--- src/rtl/core/sha256bs_pkg.sv ---
package sha256bs_pkg;

  typedef struct packed {
    logic [7:0] data_byte;
    logic       has_byte;
    logic       end_of_message;
  } byte_item_t;

  typedef struct packed {
    logic [31:0] digest_word;
    logic [2:0]  word_index;
    logic        final_word;
  } digest_item_t;

  // controls from the sequencer to the round datapath
  typedef struct packed {
    logic       load_en;
    logic       round_en;
    logic       rot_en;
    logic       w_from_mem;
    logic [5:0] round_idx;
  } core_ctrl_t;

  localparam logic [7:0]  PAD_BYTE    = 8'h80;
  localparam logic [3:0]  LEN_HI_WORD = 4'd14;
  localparam logic [3:0]  LAST_WORD   = 4'd15;
  localparam logic [5:0]  LAST_ROUND  = 6'd63;
  localparam logic [5:0]  LAST_BYTE   = 6'd63;
  localparam logic [3:0]  CHAIN_SWEEP = 4'd8;
  localparam logic [2:0]  LAST_DIGEST = 3'd7;
  localparam logic [63:0] BITS_PER_BYTE = 64'd8;

  localparam logic [31:0] START_H [8] = '{
    32'h6a09e667, 32'hbb67ae85, 32'h3c6ef372, 32'ha54ff53a,
    32'h510e527f, 32'h9b05688c, 32'h1f83d9ab, 32'h5be0cd19
  };

  localparam logic [31:0] ROUND_K [64] = '{
    32'h428a2f98, 32'h71374491, 32'hb5c0fbcf, 32'he9b5dba5, 32'h3956c25b, 32'h59f111f1,
    32'h923f82a4, 32'hab1c5ed5, 32'hd807aa98, 32'h12835b01, 32'h243185be, 32'h550c7dc3,
    32'h72be5d74, 32'h80deb1fe, 32'h9bdc06a7, 32'hc19bf174, 32'he49b69c1, 32'hefbe4786,
    32'h0fc19dc6, 32'h240ca1cc, 32'h2de92c6f, 32'h4a7484aa, 32'h5cb0a9dc, 32'h76f988da,
    32'h983e5152, 32'ha831c66d, 32'hb00327c8, 32'hbf597fc7, 32'hc6e00bf3, 32'hd5a79147,
    32'h06ca6351, 32'h14292967, 32'h27b70a85, 32'h2e1b2138, 32'h4d2c6dfc, 32'h53380d13,
    32'h650a7354, 32'h766a0abb, 32'h81c2c92e, 32'h92722c85, 32'ha2bfe8a1, 32'ha81a664b,
    32'hc24b8b70, 32'hc76c51a3, 32'hd192e819, 32'hd6990624, 32'hf40e3585, 32'h106aa070,
    32'h19a4c116, 32'h1e376c08, 32'h2748774c, 32'h34b0bcb5, 32'h391c0cb3, 32'h4ed8aa4a,
    32'h5b9cca4f, 32'h682e6ff3, 32'h748f82ee, 32'h78a5636f, 32'h84c87814, 32'h8cc70208,
    32'h90befffa, 32'ha4506ceb, 32'hbef9a3f7, 32'hc67178f2
  };

  function automatic logic [31:0] bsig0(input logic [31:0] x);
    return {x[1:0], x[31:2]} ^ {x[12:0], x[31:13]} ^ {x[21:0], x[31:22]};
  endfunction

  function automatic logic [31:0] bsig1(input logic [31:0] x);
    return {x[5:0], x[31:6]} ^ {x[10:0], x[31:11]} ^ {x[24:0], x[31:25]};
  endfunction

  function automatic logic [31:0] ssig0(input logic [31:0] x);
    return {x[6:0], x[31:7]} ^ {x[17:0], x[31:18]} ^ {3'b000, x[31:3]};
  endfunction

  function automatic logic [31:0] ssig1(input logic [31:0] x);
    return {x[16:0], x[31:17]} ^ {x[18:0], x[31:19]} ^ {10'd0, x[31:10]};
  endfunction

  function automatic logic [31:0] ch(input logic [31:0] x, input logic [31:0] y,
                                     input logic [31:0] z);
    return (x & y) ^ (~x & z);
  endfunction

  function automatic logic [31:0] maj(input logic [31:0] x, input logic [31:0] y,
                                      input logic [31:0] z);
    return (x & y) ^ (x & z) ^ (y & z);
  endfunction

endpackage

--- src/rtl/core/sha256bs_block_mem.sv ---
module sha256bs_block_mem (
  input  logic        clk,
  input  logic        wr_en,
  input  logic [3:0]  wr_addr,
  input  logic [31:0] wr_data,
  input  logic [3:0]  rd_addr,
  output logic [31:0] rd_data
);

  logic [31:0] mem [16];

  always_ff @(posedge clk) begin
    if (wr_en) begin
      mem[wr_addr] <= wr_data;
    end
    rd_data <= mem[rd_addr];
  end

endmodule

--- src/rtl/core/sha256bs_chain_store.sv ---
module sha256bs_chain_store (
  input  logic        clk,
  input  logic        rst,
  input  logic        clear,
  input  logic [2:0]  rd_addr,
  input  logic        wr_en,
  input  logic [2:0]  wr_addr,
  input  logic [31:0] wr_data,
  output logic [31:0] rd_word
);
  import sha256bs_pkg::*;

  logic [31:0] mem [8];
  logic [7:0]  valid;
  logic [31:0] rd_q;
  logic        vld_q;
  logic [2:0]  addr_q;

  always_ff @(posedge clk) begin
    if (wr_en) begin
      mem[wr_addr] <= wr_data;
    end
    rd_q   <= mem[rd_addr];
    addr_q <= rd_addr;
  end

  // an entry not yet written since the last digest reads as the initial value
  always_ff @(posedge clk) begin
    if (rst || clear) begin
      valid <= '0;
      vld_q <= 1'b0;
    end else begin
      if (wr_en) begin
        valid[wr_addr] <= 1'b1;
      end
      vld_q <= valid[rd_addr];
    end
  end

  assign rd_word = vld_q ? rd_q : START_H[addr_q];

endmodule

--- src/rtl/core/sha256bs_round_core.sv ---
module sha256bs_round_core (
  input  logic                     clk,
  input  sha256bs_pkg::core_ctrl_t ctrl,
  input  logic [31:0]              chain_word,
  input  logic [31:0]              block_word,
  output logic [31:0]              work_a
);
  import sha256bs_pkg::*;

  logic [31:0] v  [8];
  logic [31:0] sr [16];
  logic [31:0] w_new;
  logic [31:0] t1;
  logic [31:0] t2;

  assign w_new = ctrl.w_from_mem ? block_word
               : sr[0] + ssig0(sr[1]) + sr[9] + ssig1(sr[14]);
  assign t1 = v[7] + bsig1(v[4]) + ch(v[4], v[5], v[6]) + ROUND_K[ctrl.round_idx] + w_new;
  assign t2 = bsig0(v[0]) + maj(v[0], v[1], v[2]);
  assign work_a = v[0];

  always_ff @(posedge clk) begin
    if (ctrl.round_en) begin
      v[0] <= t1 + t2;
      v[1] <= v[0];
      v[2] <= v[1];
      v[3] <= v[2];
      v[4] <= v[3] + t1;
      v[5] <= v[4];
      v[6] <= v[5];
      v[7] <= v[6];
      for (int i = 0; i < 15; i++) begin
        sr[i] <= sr[i+1];
      end
      sr[15] <= w_new;
    end else if (ctrl.load_en || ctrl.rot_en) begin
      // shift toward a; load takes chaining words, rotate hands a back to h
      for (int i = 0; i < 7; i++) begin
        v[i] <= v[i+1];
      end
      v[7] <= ctrl.load_en ? chain_word : v[0];
    end
  end

endmodule

--- src/rtl/core/sha256_byte_stream_hasher.sv ---
// Bytes enter at one per cycle while the block buffer fills; no byte is taken while busy.
// Each full 64-byte block then runs the compression loop: a sweep reading the chaining
// memory, 64 rounds of the shared round unit, then a sweep adding back into that memory.
// The final beat adds padding writes and one or two compressions, then eight digest beats,
// each a chaining memory read followed by the word being held until it is taken.
// Reset (synchronous, active high) restores the initial hash values and a zero bit count.
module sha256_byte_stream_hasher (
  input  logic                       clk,
  input  logic                       rst,
  input  logic                       byte_valid,
  output logic                       byte_ready,
  input  sha256bs_pkg::byte_item_t   byte_item,
  output logic                       digest_valid,
  input  logic                       digest_ready,
  output sha256bs_pkg::digest_item_t digest_item
);
  import sha256bs_pkg::*;

  typedef enum logic [2:0] {
    ST_IDLE, ST_LOAD, ST_ROUND, ST_ADD, ST_PAD_HEAD, ST_PAD_ZERO, ST_DIG_RD, ST_DIG_OUT
  } state_t;

  state_t      state;
  logic [3:0]  cnt;
  logic [5:0]  rnd;
  logic [3:0]  wp;
  logic [2:0]  idx;
  logic [63:0] bit_count;
  logic [23:0] acc;
  logic        pend_end;
  logic        in_pad;
  logic        len_here;
  logic        dig_load;

  logic [5:0]  pos;
  logic        take;
  logic [31:0] head_word;
  logic        bw_en;
  logic [3:0]  bw_addr;
  logic [31:0] bw_data;
  logic [3:0]  br_addr;
  logic [31:0] block_word;
  logic [2:0]  cr_addr;
  logic        cw_en;
  logic [2:0]  cw_addr;
  logic [31:0] chain_word;
  logic [31:0] work_a;
  logic        chain_clear;
  core_ctrl_t  ctrl;

  assign pos        = bit_count[8:3];
  assign byte_ready = (state == ST_IDLE);
  assign take       = byte_valid && byte_ready;

  always_comb begin
    unique case (pos[1:0])
      2'd0: head_word = {PAD_BYTE, 24'd0};
      2'd1: head_word = {acc[7:0], PAD_BYTE, 16'd0};
      2'd2: head_word = {acc[15:0], PAD_BYTE, 8'd0};
      2'd3: head_word = {acc[23:0], PAD_BYTE};
      default: head_word = '0;
    endcase
  end

  always_comb begin
    bw_en   = 1'b0;
    bw_addr = pos[5:2];
    bw_data = {acc, byte_item.data_byte};
    unique case (state)
      ST_IDLE: bw_en = take && byte_item.has_byte && (pos[1:0] == 2'b11);
      ST_PAD_HEAD: begin
        bw_en   = 1'b1;
        bw_data = head_word;
      end
      ST_PAD_ZERO: begin
        bw_en   = 1'b1;
        bw_addr = wp;
        if (len_here && wp == LEN_HI_WORD) begin
          bw_data = bit_count[63:32];
        end else if (len_here && wp == LAST_WORD) begin
          bw_data = bit_count[31:0];
        end else begin
          bw_data = '0;
        end
      end
      default: bw_en = 1'b0;
    endcase
  end

  assign br_addr = (state == ST_ROUND) ? rnd[3:0] + 4'd1 : '0;
  assign cr_addr = (state == ST_DIG_RD || state == ST_DIG_OUT) ? idx : cnt[2:0];
  assign cw_en   = (state == ST_ADD) && (cnt != '0);
  assign cw_addr = cnt[2:0] - 3'd1;
  assign chain_clear = (state == ST_DIG_OUT) && digest_ready && (idx == LAST_DIGEST);

  always_comb begin
    ctrl.load_en    = (state == ST_LOAD) && (cnt != '0);
    ctrl.round_en   = (state == ST_ROUND);
    ctrl.rot_en     = cw_en;
    ctrl.w_from_mem = (rnd[5:4] == 2'b00);
    ctrl.round_idx  = rnd;
  end

  sha256bs_block_mem u_block (
    .clk     (clk),
    .wr_en   (bw_en),
    .wr_addr (bw_addr),
    .wr_data (bw_data),
    .rd_addr (br_addr),
    .rd_data (block_word)
  );

  sha256bs_chain_store u_chain (
    .clk     (clk),
    .rst     (rst),
    .clear   (chain_clear),
    .rd_addr (cr_addr),
    .wr_en   (cw_en),
    .wr_addr (cw_addr),
    .wr_data (chain_word + work_a),
    .rd_word (chain_word)
  );

  sha256bs_round_core u_core (
    .clk        (clk),
    .ctrl       (ctrl),
    .chain_word (chain_word),
    .block_word (block_word),
    .work_a     (work_a)
  );

  always_ff @(posedge clk) begin
    if (rst) begin
      state        <= ST_IDLE;
      cnt          <= '0;
      rnd          <= '0;
      wp           <= '0;
      idx          <= '0;
      bit_count    <= '0;
      pend_end     <= 1'b0;
      in_pad       <= 1'b0;
      len_here     <= 1'b0;
      dig_load     <= 1'b0;
      digest_valid <= 1'b0;
    end else begin
      unique case (state)
        ST_IDLE: begin
          if (take) begin
            cnt <= '0;
            if (byte_item.has_byte) begin
              bit_count <= bit_count + BITS_PER_BYTE;
              acc       <= {acc[15:0], byte_item.data_byte};
              if (pos == LAST_BYTE) begin
                pend_end <= byte_item.end_of_message;
                state    <= ST_LOAD;
              end else if (byte_item.end_of_message) begin
                state <= ST_PAD_HEAD;
              end
            end else if (byte_item.end_of_message) begin
              state <= ST_PAD_HEAD;
            end
          end
        end
        ST_PAD_HEAD: begin
          in_pad   <= 1'b1;
          len_here <= (pos[5:3] != 3'b111);
          wp       <= pos[5:2] + 4'd1;
          cnt      <= '0;
          state    <= (pos[5:2] == LAST_WORD) ? ST_LOAD : ST_PAD_ZERO;
        end
        ST_PAD_ZERO: begin
          wp  <= wp + 4'd1;
          cnt <= '0;
          if (wp == LAST_WORD) begin
            state <= ST_LOAD;
          end
        end
        ST_LOAD: begin
          cnt <= cnt + 4'd1;
          if (cnt == CHAIN_SWEEP) begin
            rnd   <= '0;
            state <= ST_ROUND;
          end
        end
        ST_ROUND: begin
          rnd <= rnd + 6'd1;
          if (rnd == LAST_ROUND) begin
            cnt   <= '0;
            state <= ST_ADD;
          end
        end
        ST_ADD: begin
          cnt <= cnt + 4'd1;
          if (cnt == CHAIN_SWEEP) begin
            if (in_pad) begin
              if (len_here) begin
                idx   <= '0;
                state <= ST_DIG_RD;
              end else begin
                // length goes in a second block of zeros
                len_here <= 1'b1;
                wp       <= '0;
                state    <= ST_PAD_ZERO;
              end
            end else if (pend_end) begin
              pend_end <= 1'b0;
              state    <= ST_PAD_HEAD;
            end else begin
              state <= ST_IDLE;
            end
          end
        end
        ST_DIG_RD: begin
          dig_load <= 1'b1;
          state    <= ST_DIG_OUT;
        end
        ST_DIG_OUT: begin
          dig_load <= 1'b0;
          if (dig_load) begin
            digest_valid            <= 1'b1;
            digest_item.digest_word <= chain_word;
            digest_item.word_index  <= idx;
            digest_item.final_word  <= (idx == LAST_DIGEST);
          end else if (digest_valid && digest_ready) begin
            digest_valid <= 1'b0;
            if (idx == LAST_DIGEST) begin
              bit_count <= '0;
              in_pad    <= 1'b0;
              len_here  <= 1'b0;
              state     <= ST_IDLE;
            end else begin
              idx   <= idx + 3'd1;
              state <= ST_DIG_RD;
            end
          end
        end
        default: state <= ST_IDLE;
      endcase
    end
  end

  a_no_take_while_digest: assert property (@(posedge clk) disable iff (rst)
    digest_valid |-> !byte_ready)
    else $error("byte taken while digest pending");

  a_count_cleared: assert property (@(posedge clk) disable iff (rst)
    digest_valid && digest_ready && digest_item.final_word |=> bit_count == '0)
    else $error("bit count not cleared after digest");

  a_round_follows_load: assert property (@(posedge clk) disable iff (rst)
    state == ST_LOAD && cnt == CHAIN_SWEEP |=> state == ST_ROUND && rnd == '0)
    else $error("rounds did not start after chain load");

  a_chain_write_only_in_add: assert property (@(posedge clk) disable iff (rst)
    cw_en |-> !bw_en && !digest_valid)
    else $error("chain write overlaps buffer write or digest");

endmodule
--- config.mk ---
export PLATFORM = sky130hd
export DESIGN_NAME = sha256_byte_stream_hasher
export DESIGN_NICKNAME = d
export VERILOG_FILES = /design/src/rtl/core/sha256bs_pkg.sv /design/src/rtl/core/sha256bs_block_mem.sv /design/src/rtl/core/sha256bs_chain_store.sv /design/src/rtl/core/sha256bs_round_core.sv /design/src/rtl/core/sha256_byte_stream_hasher.sv
export SDC_FILE = /design/constraint.sdc
export NUM_CORES = 2
export LEC_CHECK = 0
export BUFFER_PORTS_ARGS = -buffer_cell sky130_fd_sc_hd__buf_2
export CORE_ASPECT_RATIO = 2
export CORE_MARGIN = 1
export CORE_UTILIZATION = 30
export DETAILED_ROUTE_END_ITERATION = 8
export GPL_TIMING_DRIVEN = 0
export MAX_ROUTING_LAYER = met4
export PLACE_DENSITY = 0.44
export SETUP_SLACK_MARGIN = 0.05
export SLEW_MARGIN = 25
export SYNTH_ARGS = -nofsm -noshare
export SYNTH_HDL_FRONTEND = slang
export SYNTH_SLANG_ARGS = --single-unit
--- constraint.sdc ---
create_clock -name clk -period 31.2 [get_ports clk]
set_clock_uncertainty 0.2 [all_clocks]
set_input_delay 6.24 -clock clk [delete_from_list [all_inputs] [get_ports clk]]
set_output_delay 6.24 -clock clk [all_outputs]
set_load 0.01 [all_outputs]
==> flow_summary.yaml <==
yosys:
  avgSynthCellArea_um2: 12.2
  ys_seq_area_share_pct: 61.2
  synth_ff_type: "edfxtp_1"
  ys_ff_latch: 1758
  yosys.area.top_type_share_pct: 57.3
  synthArstFlopShare_pct: 0
  synth_area_leaders: "edfxtp_1 (57%), nand2_1 (5.1%), fa_1 (4.5%)"
  syn_nets: 7244
  synth_cell_types: 88
  synth_edf_count: 1596
  yosys_warnings: 0
  netlist_area_um2: 83600
  synth.largest_area_cell: "edfxtp_1"
  netlist_instances: 6850
setup_path:
  worstPathArrival_ps: 16790
  crit_top_cell: "clkbuf_1"
  critPathMaxStageDelay_ps: 1000
  worstSetupEndpointType: "flop"
  required_ps: 31560
  crit_fanout: 15
  cp_slowest_cell: "clkinv_1"
  start_kind: "flop"
  crit_type: "flop to flop"
floorplanning:
  die-height_um: 749
  placement_rows: 273
  dieArea_um2: 281000
  start_util_pct: 30.2
  core_area_um2: 277000
  pin_count: 52
  fp.dieW_um: 375
clock_network:
  cts-resized-gates: 0
  hold_buffers: 0
  clkSlewWorstSetupHoldPaths_ps: 70
  cts_tree: "done"
  htreeDepth: 4
  cts.path.max_buffers: 4
  numCtsBuffers: 172
  cts-root-buf: "clkbuf_16"
  clock_sinks: 1758
  clk_latency_ps: 870
  post-cts-setup-buffers: 0
global_routing:
  grt_use_total_pct: 23.5
  first_global_vias: 57700
  antenna_found_initial: 9
  grt_max_degree: 53
  grt-ovfl-total: 0
  grt_pass1_wl_um: 448000
timing:
  slew_headroom_pct: 17.5
  fmax_mhz: 60.9
  hold_viol: 0
  fin_crit_sh_pct: 52.6
  rsz0062_at_grt: "false"
  post-route-min-period_ps: 16420
  fin_tns_setup_ps: 0
  worst_slew_pin_slew_ps: 1240
  slew_viol_final: 0
  timing.hold.ws_ps: 160
  setup_viol: 0
final_layout:
  nets: 7579
  final_area_um2: 96200
  syn2layout_area_growth_pct: 15.0
  final_common_cell: "edfxtp_1"
  drive_gt1_share_pct: 9.31
  layout_common_cells: "edfxtp_1 (1,596), nand2_1 (1,127), a21oi_1 (414)"
route:
  firstDrtPassIters: 6
  final_antenna_net_count: 0
  wire_per_inst_um: 29.7
  drt_wl_total_um: 323000
  vias: 55700
  vias_per_cell: 5.11
  drc: 0
  drt_iter0_drc: 4328
placed_design:
  hpwl_um: 253000
  port_buffers: 51
  placed_area_um2: 90700
  routabilityCongestion: 0.993
worst_hold_path:
  min_path_type: "flop to flop"
status:
  status: "complete, no violations"
job:
  cap_violations: 0
-- worst max-delay path: cells and delay by family, from the launching register on --
family / cells / cell delay, ps
buffers and inverters: 11 / 6140
AO/OA/AOI/OAI: 15 / 4590
adder cells (fa/ha/maj): 7 / 3230
XOR/XNOR: 3 / 940
flip-flops: 1 / 600
AND/OR/NAND/NOR: 2 / 340
-- state kept, by name (all words and copies together) (netlist names), 3 cells and up --
name             cells
u_chain.mem        256
state                3
u_chain.addr_q       3
u_chain.rd_q        32
u_block.mem        512
u_chain.valid        8
idx                  3
rnd                  6
wp                   4
acc                 24
bit_count           61
u_block.rd_data     32
u_core.sr          512
u_core.v           256
digest_item         36
cnt                  4
-- through the flow --
step	util, %	cells	worst slack [ps]
global route	34.8	10900	14500
global placement	31.9	10500	5610
finish	34.8	10900	14780
detailed placement	32.8	10600	14880
CTS	34.7	10900	14860
floorplan	-	6850	14160
-- area by class of cell --
type | instances | area, µm²
Sequential cell | 1758 | 51200
Fill cell | 27500 | 181000
Buffer | 377 | 1450
Clock buffer | 220 | 4640
Multi-Input combinational cell | 4417 | 30300
Antenna cell | 3 | 7.51
Timing Repair Buffer | 161 | 2200
Clock inverter | 86 | 752
Inverter | 298 | 1120
Tap cell | 3575 | 4470
-- cell usage after synthesis, drive strengths merged, types with 13 or more instances --
cell    number
clkbuf     327
mux2i      159
xnor2      285
dfxtp      162
mux2       134
o21bai      23
a221oi      37
and3        66
nand3      260
nor2b       24
nor3        46
nand2b      33
nor2       286
o21ai      421
a221o       13
xor2       143
buf         50
o311ai      14
a21oi      424
fa         188
o21a        40
or3         30
a211oi      37
ha         192
maj3        18
a21o        88
nand2     1128
nand4       14
a31oi       40
o221ai      42
a22oi       17
o211ai      26
edfxtp    1596
o31ai       51
inv        295
-- routing by layer --
| layer | wire [µm] | track usage (%) |
|---|---|---|
| met1 | 103000 | 21.2 |
| met2 | 180000 | 44.6 |
| met3 | 10400 | 2.27 |
| met4 | 30200 | 18.0 |
| met5 | 0 | - |
-- path summary, 6_finish.rpt --
kind / start / end / cells after the start / slack [ps]
worst min-delay path: u_core.sr[2][95] / u_core.sr[2][63] / 0 / 160
worst min register to register: u_core.sr[2][95] / u_core.sr[2][63] / 0 / 160
worst max register to register: rnd[0] / u_core.v[0][31] / 38 / 14780
worst max-delay path: rnd[0] / u_core.v[0][31] / 38 / 14780
-- cell families after synthesis --
group	after synthesis	synth area share, %
adders and majority gates	398	7.59
muxes	297	3.82
xor gates and xnor gates	429	4.52
DFF	1758	61.2
buffers and inverters	675	3.04
and+or+nand+nor	1934	9.86
AOI/OAI and AO/OA	1359	9.98
Power is not shown: default switching activity piles up to over one toggle a cycle in this logic, so the estimate is an artifact.
